==> config.mk <==
export PLATFORM = sky130hd
export DESIGN_NAME = uart_rx_break_fifo
export DESIGN_NICKNAME = d
export VERILOG_FILES = /design/src/rtl/urxbf_pkg.sv /design/src/rtl/urxbf_ram.sv /design/src/rtl/uart_rx_break_fifo.sv
export VERILOG_INCLUDE_DIRS = /design/src /design/src/rtl
export SDC_FILE = /design/constraint.sdc
export NUM_CORES = 1
export LEC_CHECK = 0
export ABC_AREA = 1
export BUFFER_PORTS_ARGS = -buffer_cell sky130_fd_sc_hd__buf_4
export CORE_MARGIN = 4
export CORE_UTILIZATION = 50
export CTS_CLUSTER_SIZE = 16
export DETAILED_ROUTE_END_ITERATION = 6
export HOLD_SLACK_MARGIN = 0.02
export PLACE_DENSITY = 0.66
export SLEW_MARGIN = 5
export SYNTH_ARGS = -nofsm -noshare
export SYNTH_HDL_FRONTEND = slang
export SYNTH_HIERARCHICAL = 1
export SYNTH_SLANG_ARGS = --single-unit
==> constraint.sdc <==
create_clock -name clk -period 3.98 [get_ports clk]
set_input_delay 0.199 -clock clk [delete_from_list [all_inputs] [get_ports clk]]
set_output_delay 0.199 -clock clk [all_outputs]
set_load 0.02 [all_outputs]
==> src/rtl/assert_macros.svh <==
// ----------------------------------------------------------------------------
// Assertion macros
// Clocked concurrent checks shared by the receiver RTL.
// ----------------------------------------------------------------------------
`ifndef ASSERT_MACROS_SVH
`define ASSERT_MACROS_SVH

// check prop at every rising clock edge outside reset
`define ASSERT_CLK(label, prop, msg) \
	label: assert property (@(posedge clk) disable iff (!arst_n) (prop)) else $error(msg);

// check that cond never holds outside reset
`define ASSERT_NEVER(label, cond, msg) \
	label: assert property (@(posedge clk) disable iff (!arst_n) !(cond)) else $error(msg);

`endif

==> src/rtl/urxbf_pkg.sv <==
// ----------------------------------------------------------------------------
// urxbf_pkg
// Shared constants and types of the serial receiver with break detect and FIFO.
// ----------------------------------------------------------------------------
package urxbf_pkg;

	localparam int FIFO_DEPTH = 64;
	localparam int FIFO_AW    = $clog2(FIFO_DEPTH);
	localparam int CNT_W      = 7;

	localparam logic [3:0] STOP_INDEX = 4'd9;

	localparam logic [1:0] ACT_TICK  = 2'd0;
	localparam logic [1:0] ACT_POP   = 2'd1;
	localparam logic [1:0] ACT_FLUSH = 2'd2;
	localparam logic [1:0] ACT_CLEAR = 2'd3;

	localparam logic [1:0] REG_SHIFT_TICKS = 2'd0;
	localparam logic [1:0] REG_BIT_TICKS   = 2'd1;
	localparam logic [1:0] REG_BREAK_TICKS = 2'd2;

	localparam logic [15:0] SHIFT_TICKS_RST = 16'd8;
	localparam logic [15:0] BIT_TICKS_RST   = 16'd16;
	localparam logic [23:0] BREAK_TICKS_RST = 24'd160;

	typedef struct packed {
		logic               en;
		logic [FIFO_AW-1:0] addr;
		logic [7:0]         data;
	} ram_wr_t;

endpackage

==> src/rtl/urxbf_ram.sv <==
// ----------------------------------------------------------------------------
// urxbf_ram
// Receive FIFO storage: one write port, one registered read port with
// write-to-read bypass on an address match.
// ----------------------------------------------------------------------------
module urxbf_ram
	import urxbf_pkg::*;
(
	input  logic               clk,
	input  ram_wr_t            wr,
	input  logic [FIFO_AW-1:0] raddr,
	output logic [7:0]         rdata
);

	logic [7:0] mem_q [FIFO_DEPTH];
	logic [7:0] rd_q;
	logic [7:0] wdata_q;
	logic       byp_q;

	always_ff @(posedge clk) begin
		if (wr.en) begin
			mem_q[wr.addr] <= wr.data;
		end
		rd_q    <= mem_q[raddr];
		wdata_q <= wr.data;
		byp_q   <= wr.en && (wr.addr == raddr);
	end

	assign rdata = byp_q ? wdata_q : rd_q;

endmodule

==> src/rtl/uart_rx_break_fifo.sv <==
// ----------------------------------------------------------------------------
// uart_rx_break_fifo
// 8N1 serial receiver with break detect, error counting and a 64-byte FIFO.
// ----------------------------------------------------------------------------
// Usage:
//   Each request on the s_ channel is one action (s_tuser): a line tick that
//   carries one receive-line sample in s_tdata[0], a pop, a flush or a clear.
//   Each request yields exactly one result on the m_ channel: popped byte,
//   pop flag (m_tuser), FIFO count, error count and the three status flags.
//   The request sits in the input register, then one pass of frame, FIFO and
//   flag logic loads the result register.
//   Throughput is one request per cycle while m_tready is high; the FIFO
//   head byte is prefetched from the storage read port at the next head
//   address, so pops run back to back.
//   When m_tready is low the result register holds and one more request is
//   taken into the input register; s_tready then drops until the result
//   drains. Reset empties both stages, loads the tick registers with 8, 16
//   and 160, idles the receiver with the break countdown armed, and empties
//   the FIFO. Write cfg_* only while no request is in flight.
// ----------------------------------------------------------------------------
`include "assert_macros.svh"

module uart_rx_break_fifo
	import urxbf_pkg::*;
(
	input  logic        clk,
	input  logic        arst_n,
	input  logic        s_tvalid,
	output logic        s_tready,
	input  logic [7:0]  s_tdata,   // [0] line_level, [7:1] zero
	input  logic [1:0]  s_tuser,   // [1:0] action
	output logic        m_tvalid,
	input  logic        m_tready,
	output logic [31:0] m_tdata,   // [7:0] read_data, [14:8] stored_count,
	                               // [22:15] error_count, [23] framing_flag,
	                               // [24] overrun_flag, [25] break_flag, [31:26] zero
	output logic        m_tuser,   // [0] read_valid
	input  logic        cfg_we,
	input  logic [1:0]  cfg_index,
	input  logic [23:0] cfg_data
);

	logic [15:0] shift_ticks_q;
	logic [15:0] bit_ticks_q;
	logic [23:0] break_ticks_q;

	logic        valid_s1;
	logic [1:0]  action_s1;
	logic        level_s1;

	logic        rx_q, prev_q, armed_q;
	logic [23:0] ticks_q;
	logic [3:0]  idx_q;
	logic [7:0]  shift_q;
	logic [FIFO_AW-1:0] head_q;
	logic [CNT_W-1:0]   fill_q;
	logic [7:0]  err_q;
	logic        fr_q, ov_q, brk_q;

	logic        rx_d, prev_d, armed_d;
	logic [23:0] ticks_d;
	logic [3:0]  idx_d;
	logic [7:0]  shift_d;
	logic [FIFO_AW-1:0] head_d;
	logic [CNT_W-1:0]   fill_d;
	logic [7:0]  err_d;
	logic        fr_d, ov_d, brk_d;
	logic [7:0]  rdata_d;
	logic        rvalid_d;

	logic        out_valid_q;
	logic [31:0] out_data_q;
	logic        out_user_q;

	logic        advance, fire, expire;
	logic [2:0]  idx_m1;
	logic [FIFO_AW:0]   wsum;
	logic [FIFO_AW-1:0] waddr;
	logic [FIFO_AW-1:0] head_inc;
	logic [7:0]  head_data;
	ram_wr_t     wr;

	assign advance  = !out_valid_q || m_tready;
	assign fire     = valid_s1 && advance;
	assign s_tready = !valid_s1 || advance;
	assign m_tvalid = out_valid_q;
	assign m_tdata  = out_data_q;
	assign m_tuser  = out_user_q;

	always_ff @(posedge clk or negedge arst_n) begin
		if (!arst_n) begin
			shift_ticks_q <= SHIFT_TICKS_RST;
			bit_ticks_q   <= BIT_TICKS_RST;
			break_ticks_q <= BREAK_TICKS_RST;
		end else if (cfg_we) begin
			case (cfg_index)
				REG_SHIFT_TICKS: shift_ticks_q <= cfg_data[15:0];
				REG_BIT_TICKS:   bit_ticks_q   <= cfg_data[15:0];
				REG_BREAK_TICKS: break_ticks_q <= cfg_data;
				default: ;
			endcase
		end
	end

	always_ff @(posedge clk or negedge arst_n) begin
		if (!arst_n) begin
			valid_s1 <= 1'b0;
		end else if (s_tready) begin
			valid_s1 <= s_tvalid;
		end
	end

	always_ff @(posedge clk) begin
		if (s_tvalid && s_tready) begin
			action_s1 <= s_tuser;
			level_s1  <= s_tdata[0];
		end
	end

	assign expire   = (ticks_q <= 24'd1);
	assign idx_m1   = idx_q[2:0] - 3'd1;
	assign wsum     = {1'b0, head_q} + {1'b0, fill_q[FIFO_AW-1:0]};
	assign waddr    = (wsum >= (FIFO_AW+1)'(FIFO_DEPTH))
		? FIFO_AW'(wsum - (FIFO_AW+1)'(FIFO_DEPTH)) : wsum[FIFO_AW-1:0];
	assign head_inc = (head_q == FIFO_AW'(FIFO_DEPTH - 1)) ? '0 : head_q + 1'b1;

	always_comb begin
		rx_d     = rx_q;
		prev_d   = prev_q;
		armed_d  = armed_q;
		ticks_d  = ticks_q;
		idx_d    = idx_q;
		shift_d  = shift_q;
		head_d   = head_q;
		fill_d   = fill_q;
		err_d    = err_q;
		fr_d     = fr_q;
		ov_d     = ov_q;
		brk_d    = brk_q;
		rdata_d  = 8'd0;
		rvalid_d = 1'b0;
		wr.en    = 1'b0;
		wr.addr  = waddr;
		wr.data  = shift_q;
		if (fire) begin
			case (action_s1)
				ACT_TICK: begin
					prev_d = level_s1;
					if (!rx_q) begin
						if (prev_q && !level_s1) begin
							rx_d    = 1'b1;
							brk_d   = 1'b0;
							shift_d = 8'd0;
							idx_d   = 4'd0;
							ticks_d = {8'd0, shift_ticks_q};
						end else if (armed_q) begin
							if (expire) begin
								ticks_d = 24'd0;
								brk_d   = 1'b1;
								armed_d = 1'b0;
							end else begin
								ticks_d = ticks_q - 24'd1;
							end
						end
					end else if (!expire) begin
						ticks_d = ticks_q - 24'd1;
					end else begin
						ticks_d = 24'd0;
						if (idx_q == 4'd0) begin
							if (level_s1) begin
								err_d   = err_q + 8'd1;
								fr_d    = 1'b1;
								rx_d    = 1'b0;
								ticks_d = break_ticks_q;
								armed_d = 1'b1;
							end else begin
								idx_d   = 4'd1;
								ticks_d = {8'd0, bit_ticks_q};
							end
						end else if (idx_q < STOP_INDEX) begin
							shift_d = shift_q | ({7'd0, level_s1} << idx_m1);
							idx_d   = idx_q + 4'd1;
							ticks_d = {8'd0, bit_ticks_q};
						end else begin
							if (!level_s1) begin
								err_d = err_q + 8'd1;
								fr_d  = 1'b1;
							end else if (fill_q < CNT_W'(FIFO_DEPTH)) begin
								wr.en  = 1'b1;
								fill_d = fill_q + 1'b1;
							end else begin
								err_d = err_q + 8'd1;
								ov_d  = 1'b1;
							end
							rx_d    = 1'b0;
							ticks_d = break_ticks_q;
							armed_d = 1'b1;
						end
					end
				end
				ACT_POP: begin
					if (fill_q != '0) begin
						rdata_d  = head_data;
						rvalid_d = 1'b1;
						head_d   = head_inc;
						fill_d   = fill_q - 1'b1;
						ov_d     = 1'b0;
					end
				end
				ACT_FLUSH: begin
					ov_d   = 1'b0;
					fill_d = '0;
					head_d = '0;
				end
				default: begin
					fr_d   = 1'b0;
					ov_d   = 1'b0;
					fill_d = '0;
					head_d = '0;
					err_d  = 8'd0;
				end
			endcase
		end
	end

	always_ff @(posedge clk or negedge arst_n) begin
		if (!arst_n) begin
			rx_q    <= 1'b0;
			prev_q  <= 1'b1;
			armed_q <= 1'b1;
			ticks_q <= BREAK_TICKS_RST;
			idx_q   <= 4'd0;
			shift_q <= 8'd0;
			head_q  <= '0;
			fill_q  <= '0;
			err_q   <= 8'd0;
			fr_q    <= 1'b0;
			ov_q    <= 1'b0;
			brk_q   <= 1'b0;
		end else begin
			rx_q    <= rx_d;
			prev_q  <= prev_d;
			armed_q <= armed_d;
			ticks_q <= ticks_d;
			idx_q   <= idx_d;
			shift_q <= shift_d;
			head_q  <= head_d;
			fill_q  <= fill_d;
			err_q   <= err_d;
			fr_q    <= fr_d;
			ov_q    <= ov_d;
			brk_q   <= brk_d;
		end
	end

	urxbf_ram u_ram (
		.clk   (clk),
		.wr    (wr),
		.raddr (head_d),
		.rdata (head_data)
	);

	always_ff @(posedge clk or negedge arst_n) begin
		if (!arst_n) begin
			out_valid_q <= 1'b0;
		end else if (advance) begin
			out_valid_q <= valid_s1;
		end
	end

	always_ff @(posedge clk) begin
		if (fire) begin
			out_data_q <= {6'd0, brk_d, ov_d, fr_d, err_d, fill_d, rdata_d};
			out_user_q <= rvalid_d;
		end
	end

	`ASSERT_NEVER(a_fill_bound, fill_q > CNT_W'(FIFO_DEPTH), "FIFO fill above depth")
	`ASSERT_NEVER(a_index_bound, rx_q && (idx_q > STOP_INDEX), "bit index past stop bit")
	`ASSERT_CLK(a_idle_on_fire, $fell(rx_q) |-> $past(fire), "receiver left frame without a request")

endmodule
==> metrics.md, run 1 <==
| Metric | Value |
|---|---|
| DIE WIDTH | 252 um |
| # rows | 89 |
| Post-synth EDFFs | 542 |
| P_leak | 12.2 nW |
| Vias in the first global route | 20,407 |
| Gate power share | 26.7% |
| Tcrit/Tclk final | 89.7% |
| Int Pwr | 13.4 mW |
| Fill count | 4,966 |
| Rel. slew slack | 22.7% |
| Reg area | 19,700 um^2 |
| First-pass GRT wire length | 112,000 um |
| Antenna cells | 0 |
| Synth Area in Simple Gates | 24.0% |
| Clock root cell | clkbuf_16 |
| Worst hold path type | in -> async |
| Final nets | 3,051 |
| Post-synthesis area per instance | 10.3 um^2 |
| FF-to-FF Start | fill_q[2]$_DFF_PN0_ |
| Post-DR vias/cell | 5.48 |
| Clock power share | 32.6% |
| Post-layout min period | 3.57 ns |
| Synthesis-to-layout area growth | 13.2% |
| Clock latency on the worst-skew pair | 0.61 ns |
| Antenna violations before repair | 0 |
| Final TNS setup | 0 ns |
| Final Max Tran Viols | 0 |
| Largest family of logic cells by synthesized area | simple AND/OR/NAND/NOR gates |
| Pre-antenna DRT Iters | 6 |
| Initial Utilization | 50.6% |
| Largest net degree at the start of global routing | 122 |
| Mapped cell area | 29,900 um^2 |
| ANT nets after route | 0 |
| Min setup slack post-route | 0.409 ns |
| Starting DRT DRC Count | 1,925 |
| I/O pin total | 76 |
| Post-Synth XOR/XNOR Area | 0.675% |
| Critical Path RT | 4.22 ns |
| Final WL | 70,800 um |
| Layout Skew | 0.0241 ns |
| Layout cells sized above 1 | 10.3% |
| Setup Viol. Count Final | 0 |
| Synth Area in Adders | 0.738% |
| RSZ-0062 raised after global routing | no |
| Place WS | 0.495 ns |
| CP Data Arrival Time | 3.81 ns |
| Wire per inst | 18.5 um |
| Number of register bits inferred by synthesis | 680 |
| Mux cell area share after synthesis | 0.377% |
| Status | finished clean |
| Multi-input gate area | 8780 um^2 |
| Sw frac | 33.4% |
| Post-CTS Setup Inserts | 0 |
| Main synth FF type | edfxtp_1 |
| YS warnings | 6 |
| Synth Area in Compound Gates | 3.39% |
| Synth area leader | edfxtp_1 |
| Synth Instances | 2,894 |
| Port bufs | 62 |
| Synth unique cells | 50 |
| Post-synth top cells | 952 x nand2_1, 542 x edfxtp_1, 502 x nand3_1 |
| CP startpoint kind | flip-flop |
| Sink Count | 680 |
| Gr usage total | 22.1% |
| Most frequent cell after synthesis | nand2_1 |
| Critical Setup Path Class | reg -> reg |
| Synth top area share | 54.5% |
| Critical path startpoint | fill_q[2]$_DFF_PN0_ |
| Worst VDD drop | 0.335 mV |
| Least-Margin Pin Slew | 1.16 ns |
| Sw power | 6.74 mW |
| Clk slew on worst S/H paths | 0.06 ns |
| CTS tree | yes |
| Die Ht | 252 um |
| H-tree Lvls | 3 |
| Worst Setup End Kind | flip-flop |
| Worst-path fanout max | 8 |
| Hpwl dp | 43,700 um |
| GRT overflow | 0 |
| Total Power | 20.2 mW |
| Max-cap violations | 0 |
| Top area cells in the synthesized netlist | edfxtp_1 55%, nand2_1 12%, dfrtp_1 9.5% |
| Hold Vio Cnt, Final | 0 |
| Reg power frac | 40.7% |
| Inserted Clock Buffers | 72 |
| Power Density | 597 nW/um^2 |
| FMAX | 0.280 GHz |
| Async SR Flop Fraction | 17.8% |
| Clock tree buffer depth | 3 |
| # DRC | 0 |
| Die area | 63,700 um^2 |
| Routability congestion estimate | 0.904 |
| Sequential cell area fraction in the yosys report | 65.8% |
| Core area | 59,000 um^2 |
| Vias post-DR | 20,952 |
==> power by group through the flow <==
stage / Combinational [mW] / Sequential, mW / Clock [mW]
CTS: 5.36 / 8.20 / 6.72
finish: 5.39 / 8.20 / 6.59
global placement: 5.18 / 8.34 / 0
floorplan: 3.97 / 8.33 / 0
detailed placement: 5.29 / 8.34 / 0
global route: 6.05 / 8.24 / 7.03
==> path summary, 6_finish.rpt <==
path                                           endpoint  slack (ns)  cells after the start
min in group clk                     level_s1$_DFFE_PP_        0.32                      2
min reg2reg                         armed_q$_DFFE_PN1P_        0.48                      2
max reg2reg                u_ram/mem_q[35][1]$_DFFE_PP_        0.41                     10
max in group asynchronous        ticks_q[4]$_DFFE_PN0P_        3.19                      3
max                        u_ram/mem_q[35][1]$_DFFE_PP_        0.41                     10
min                                  err_q[4]$_DFF_PN0_        0.18                      3
==> worst max-delay path: stages (launching register included) <==
cell and delay, ns:
dfrtp_1 0.49, ha_1 0.38, a21oi_1 0.15, nand2_1 0.09
a21o_1 0.17, a21oi_1 0.14, xor2_1 0.40, inv_1 0.20
nor2_1 0.17, nand3_1 0.32, nor2_1 0.68
==> cell usage in the layout, fill, tap and decap left out, types with 15 or more instances in the layout <==
cell,count
nand2_1,951
edfxtp_1,542
inv_1,139
dfrtp_1,105
xor2_1,15
clkbuf_1,15
a21oi_1,42
dfxtp_1,17
nor2_1,149
clkinv_1,15
dlygate4sd3_1,32
o21ai_0,111
clkbuf_16,73
buf_4,127
nand3_1,502
ha_1,16
nor3_1,20
==> cells by family after synthesis <==
logic type	Yosys count
simple gates	1671
compound gates	190
buf+inv	302
fa+ha+maj	17
other cells	1
mux	10
xor+xnor	23
flops	680
==> metrics by stage <==
stage / instance area, um^2 / std cells / utilization [%] / hold slack (ns)
after floorplan: 29900 / 2899 / - / -0.0966
after global placement: 31200 / 3660 / 52.8 / 0.351
after detailed placement: 31200 / 3660 / 52.8 / 0.353
after CTS: 33800 / 3821 / 57.3 / 0.246
after global routing: 33800 / 3821 / 57.3 / 0.285
final: 33800 / 3821 / 57.3 / 0.182
==> sequential cells by signal, indices dropped and copies added, names as in the netlist, 2 cells and up <==
signal,flops
u_ram/wdata_q,8
action_s1,2
bit_ticks_q,16
head_q,6
break_ticks_q,24
u_ram/rd_q,8
fill_q,7
idx_q,4
m_tdata,26
err_q,8
shift_ticks_q,16
shift_q,8
u_ram/mem_q,512
ticks_q,24
==> metal layers <==
metal / up-vias / GRT usage [%] / share of wire, %
met5: - / 0 / 0
met1: 10102 / 29.8 / 42
met3: 137 / 3.87 / 6.3
met4: 0 / 8.26 / 3.1
met2: 675 / 36.4 / 48
li1: 10038 / - / -
==> repair_timing <==
action | in CTS | in global routing
hold endpoints to repair | 177 | 0
hold buffers | 32 | 0
resized for setup | 0 | 0
setup endpoints to repair | 0 | 0
==> layout make-up <==
type / instances / area share [%]
clock inverter: 40 / 1.26
tap: 773 / 2.86
clock buffer: 89 / 5.61
inverter: 152 / 1.71
sequential: 680 / 58.2
timing repair buffer: 170 / 4.42
multi-input combinational: 1917 / 26.0
Power figures use the tool's default switching activity.
==> run 2, diff against run 1 <==
--- a/config.mk
+++ b/config.mk
@@ -7,13 +7,12 @@
 export NUM_CORES = 1
 export LEC_CHECK = 0
 export ABC_AREA = 1
-export BUFFER_PORTS_ARGS = -buffer_cell sky130_fd_sc_hd__buf_4
 export CORE_MARGIN = 4
 export CORE_UTILIZATION = 50
 export CTS_CLUSTER_SIZE = 16
 export DETAILED_ROUTE_END_ITERATION = 6
+export DONT_BUFFER_PORTS = 1
 export HOLD_SLACK_MARGIN = 0.02
-export PLACE_DENSITY = 0.66
 export SLEW_MARGIN = 5
 export SYNTH_ARGS = -nofsm -noshare
 export SYNTH_HDL_FRONTEND = slang
==> run 2 against run 1 <==
  * Non-clock buffer count decreased by 42
  * Design area shrank 1.0%
  * Via count grew 0.17%
  * Register-to-register slack lost 0.08 ns
  * Global-route usage rose by 1.3 points
  * Combinational power decreased by 2%
  * Setup slack worse by 0.077 ns
  * Count of clock-buffer cells in the layout up 7
  * Sequential cell count is the same
  * Clock power decreased by 1%
==> metrics.md, run 2 (synthesis gave the netlist of run 1 again) <==
| Metric | Value |
|---|---|
| GRT overflow | 0 |
| R2R Setup Slk | 0.33 ns |
| RSZ-0062 raised after global routing | no |
| Port bufs | 0 |
| Most frequent cells in the layout | 951 x nand2_1, 542 x edfxtp_1, 502 x nand3_1 |
| Int Pwr | 13.4 mW |
| Starting DRT DRC Count | 1,862 |
| CTS tree | yes |
| Clk slew on worst S/H paths | 0.06 ns |
| Post-layout min period | 3.65 ns |
| Commonest non-fill, non-tap cell in the layout | nand2_1 |
| GRT Max-Usage Layer | met2 |
| ANT nets after route | 0 |
| Antenna violations before repair | 1 |
| Largest register FFs | 512 |
| FF-to-FF Start | fill_q[1]$_DFF_PN0_ |
| Slowest CP cell | dfrtp_1 |
| Final WL | 74,900 um |
| Wire per inst | 19.8 um |
| M1 GR Usage | 32.7% |
| Most flop-heavy register | u_ram/mem_q |
| Crit-path max cell delay | 0.42 ns |
| Initial Utilization | 50.6% |
| Least-Margin Pin Slew | 1.14 ns |
| Critical Setup Path Class | reg -> reg |
| Met3 Track Usage GR | 3.27% |
| DIE WIDTH | 252 um |
| Die area | 63,700 um^2 |
| Post-cts repair resize count | 0 |
| Fill count | 5,042 |
| Reg2Reg Depth | 16 |
| Rel. slew slack | 23.9% |
| Gr usage total | 23.4% |
| Worst flop-to-flop path endpoint | u_ram/rd_q[6]$_DFF_P_ |
| Reg area | 19,700 um^2 |
| Post-Layout Cell Count | 3,779 |
| Max-cap violations | 0 |
| M2 GR Usage | 38.3% |
| Buf/Inv on CP | 3 |
| CP startpoint kind | flip-flop |
| Final nets | 3,009 |
| Pre-antenna DRT Iters | 5 |
| Clock latency on the worst-skew pair | 0.61 ns |
| Die Ht | 252 um |
| Vias post-DR | 20,988 |
| Layout Skew | 0.0171 ns |
| Routability congestion estimate | 0.931 |
| Total Power | 20.1 mW |
| Worst VDD drop | 0.601 mV |
| H-tree Lvls | 3 |
| Gate power share | 26.3% |
| Status | finished clean |
| Layout cells sized above 1 | 8.85% |
| Core area | 59,000 um^2 |
| Sink Count | 680 |
| Largest net degree at the start of global routing | 122 |
| Power Density | 601 nW/um^2 |
| Worst hold path type | in -> reg |
| Setup Viol. Count Final | 0 |
| Sw power | 6.74 mW |
| FMAX | 0.274 GHz |
| Synthesis-to-layout area growth | 12.0% |
| Top delay family on crit path | simple AND/OR/NAND/NOR gates |
| Reg power frac | 41.3% |
| Clock tree buffer depth | 3 |
| Tcrit/Tclk final | 91.7% |
| P_leak | 12.0 nW |
| Worst Setup End Kind | flip-flop |
| Hold Vio Cnt, Final | 0 |
| Hpwl dp | 46,200 um |
| # DRC | 0 |
| Multi-input gate area | 8780 um^2 |
| Worst-path fanout max | 30 |
| Worst Hold End | break_ticks_q[7]$_DFFE_PN1P_ |
| First-pass GRT wire length | 117,000 um |
| Vias in the first global route | 20,426 |
| I/O pin total | 76 |
| Final Max Tran Viols | 0 |
| Clock root cell | clkbuf_16 |
| Inserted Clock Buffers | 72 |
| Clock power share | 32.4% |
| Post-DR vias/cell | 5.55 |
| Worst hold margin | 0.0994 ns |
| # rows | 89 |
| Critical Path RT | 4.53 ns |
| Sw frac | 33.6% |
| Hold Path Stages | 4 |
| Worst path cell trace | inv_1 > ha_1 > nand4_1 > nor2_2 > o21ai_0 > o32ai_4 > buf_4 > buf_4 > nand2_1 > nand3_1 > nand3_1 > nand2_1 > nand2_1 > nand3_1 > nand3_1 > nand2_1 |
| Final TNS setup | 0 ns |
| HP Start | cfg_index[1] |
| Placed cells | 3,617 |
| CP Data Arrival Time | 4.20 ns |
## run 2: changes by cell type in the layout (fill, tap and decap cells not counted), sizes merged
cell	change
clkinv	+1
clkinvlp	-5
clkbuf	+7
diode	+1
inv	-1
bufinv	-3
buf	-42
## run 2: tightest hold or removal path, cell delays in order
cell	delay [ns]
nand3_1	0.05
buf_4	0.27
nand2_1	0.10
o21ai_0	0.07
## run 2: area by class of cell
cell class	count	area share [%]
inverters	152	1.73
well taps	773	2.89
flip-flops and latches	680	58.8
clock buffers	96	6.00
repair buffers	128	3.55
diodes	1	0.00748
multi-input cells	1917	26.2
clock inverters	32	0.797
## run 2: worst max-delay path by stage
stage	startpoint	to	slack (ns)	cells after the start
6_report	fill_q[1]$_DFF_PN0_	u_ram/rd_q[6]$_DFF_P_	0.33	16
5_1_grt	fill_q[1]$_DFF_PN0_	u_ram/rd_q[4]$_DFF_P_	0.13	18
4_1_cts	fill_q[0]$_DFF_PN0_	u_ram/mem_q[7][6]$_DFFE_PP_	0.41	8
3_5_place_dp	fill_q[0]$_DFF_PN0_	u_ram/mem_q[7][5]$_DFFE_PP_	0.41	8
3_3_place_gp	fill_q[1]$_DFF_PN0_	u_ram/rd_q[0]$_DFF_P_	0.52	16
2_1_floorplan	m_tvalid$_DFFE_PN0P_	u_ram/rd_q[6]$_DFF_P_	0.98	16
## run 2: power groups by stage
| stage | registers [mW] | clock network [mW] | logic (mW) |
|---|---|---|---|
| finish | 8.29 | 6.51 | 5.29 |
| global route | 8.32 | 6.93 | 5.95 |
| CTS | 8.29 | 6.64 | 5.28 |
| detailed placement | 8.43 | 0 | 5.20 |
| global placement | 8.42 | 0 | 5.09 |
| floorplan | 8.33 | 0 | 3.97 |
## run 2: per-stage QoR
stage                     setup WS (ns)  instance area, um^2  util, %
after floorplan                   0.983                29900        -
after global placement            0.520                30800     52.2
after detailed placement          0.412                30800     52.2
after CTS                         0.410                33400     56.7
after global routing              0.132                33400     56.7
final                             0.332                33400     56.7
## run 2: metal layers
metal / wire, um / share of wire [%]
met3: 4030 / 5.4
met2: 35800 / 48
met4: 2600 / 3.5
met1: 32400 / 43
met5: 0 / 0
## run 2: repair_timing
| action | CTS | global route |
|---|---|---|
| hold endpoints to repair | 185 | 0 |
| setup buffers | 0 | 0 |
| hold buffers | 33 | 0 |
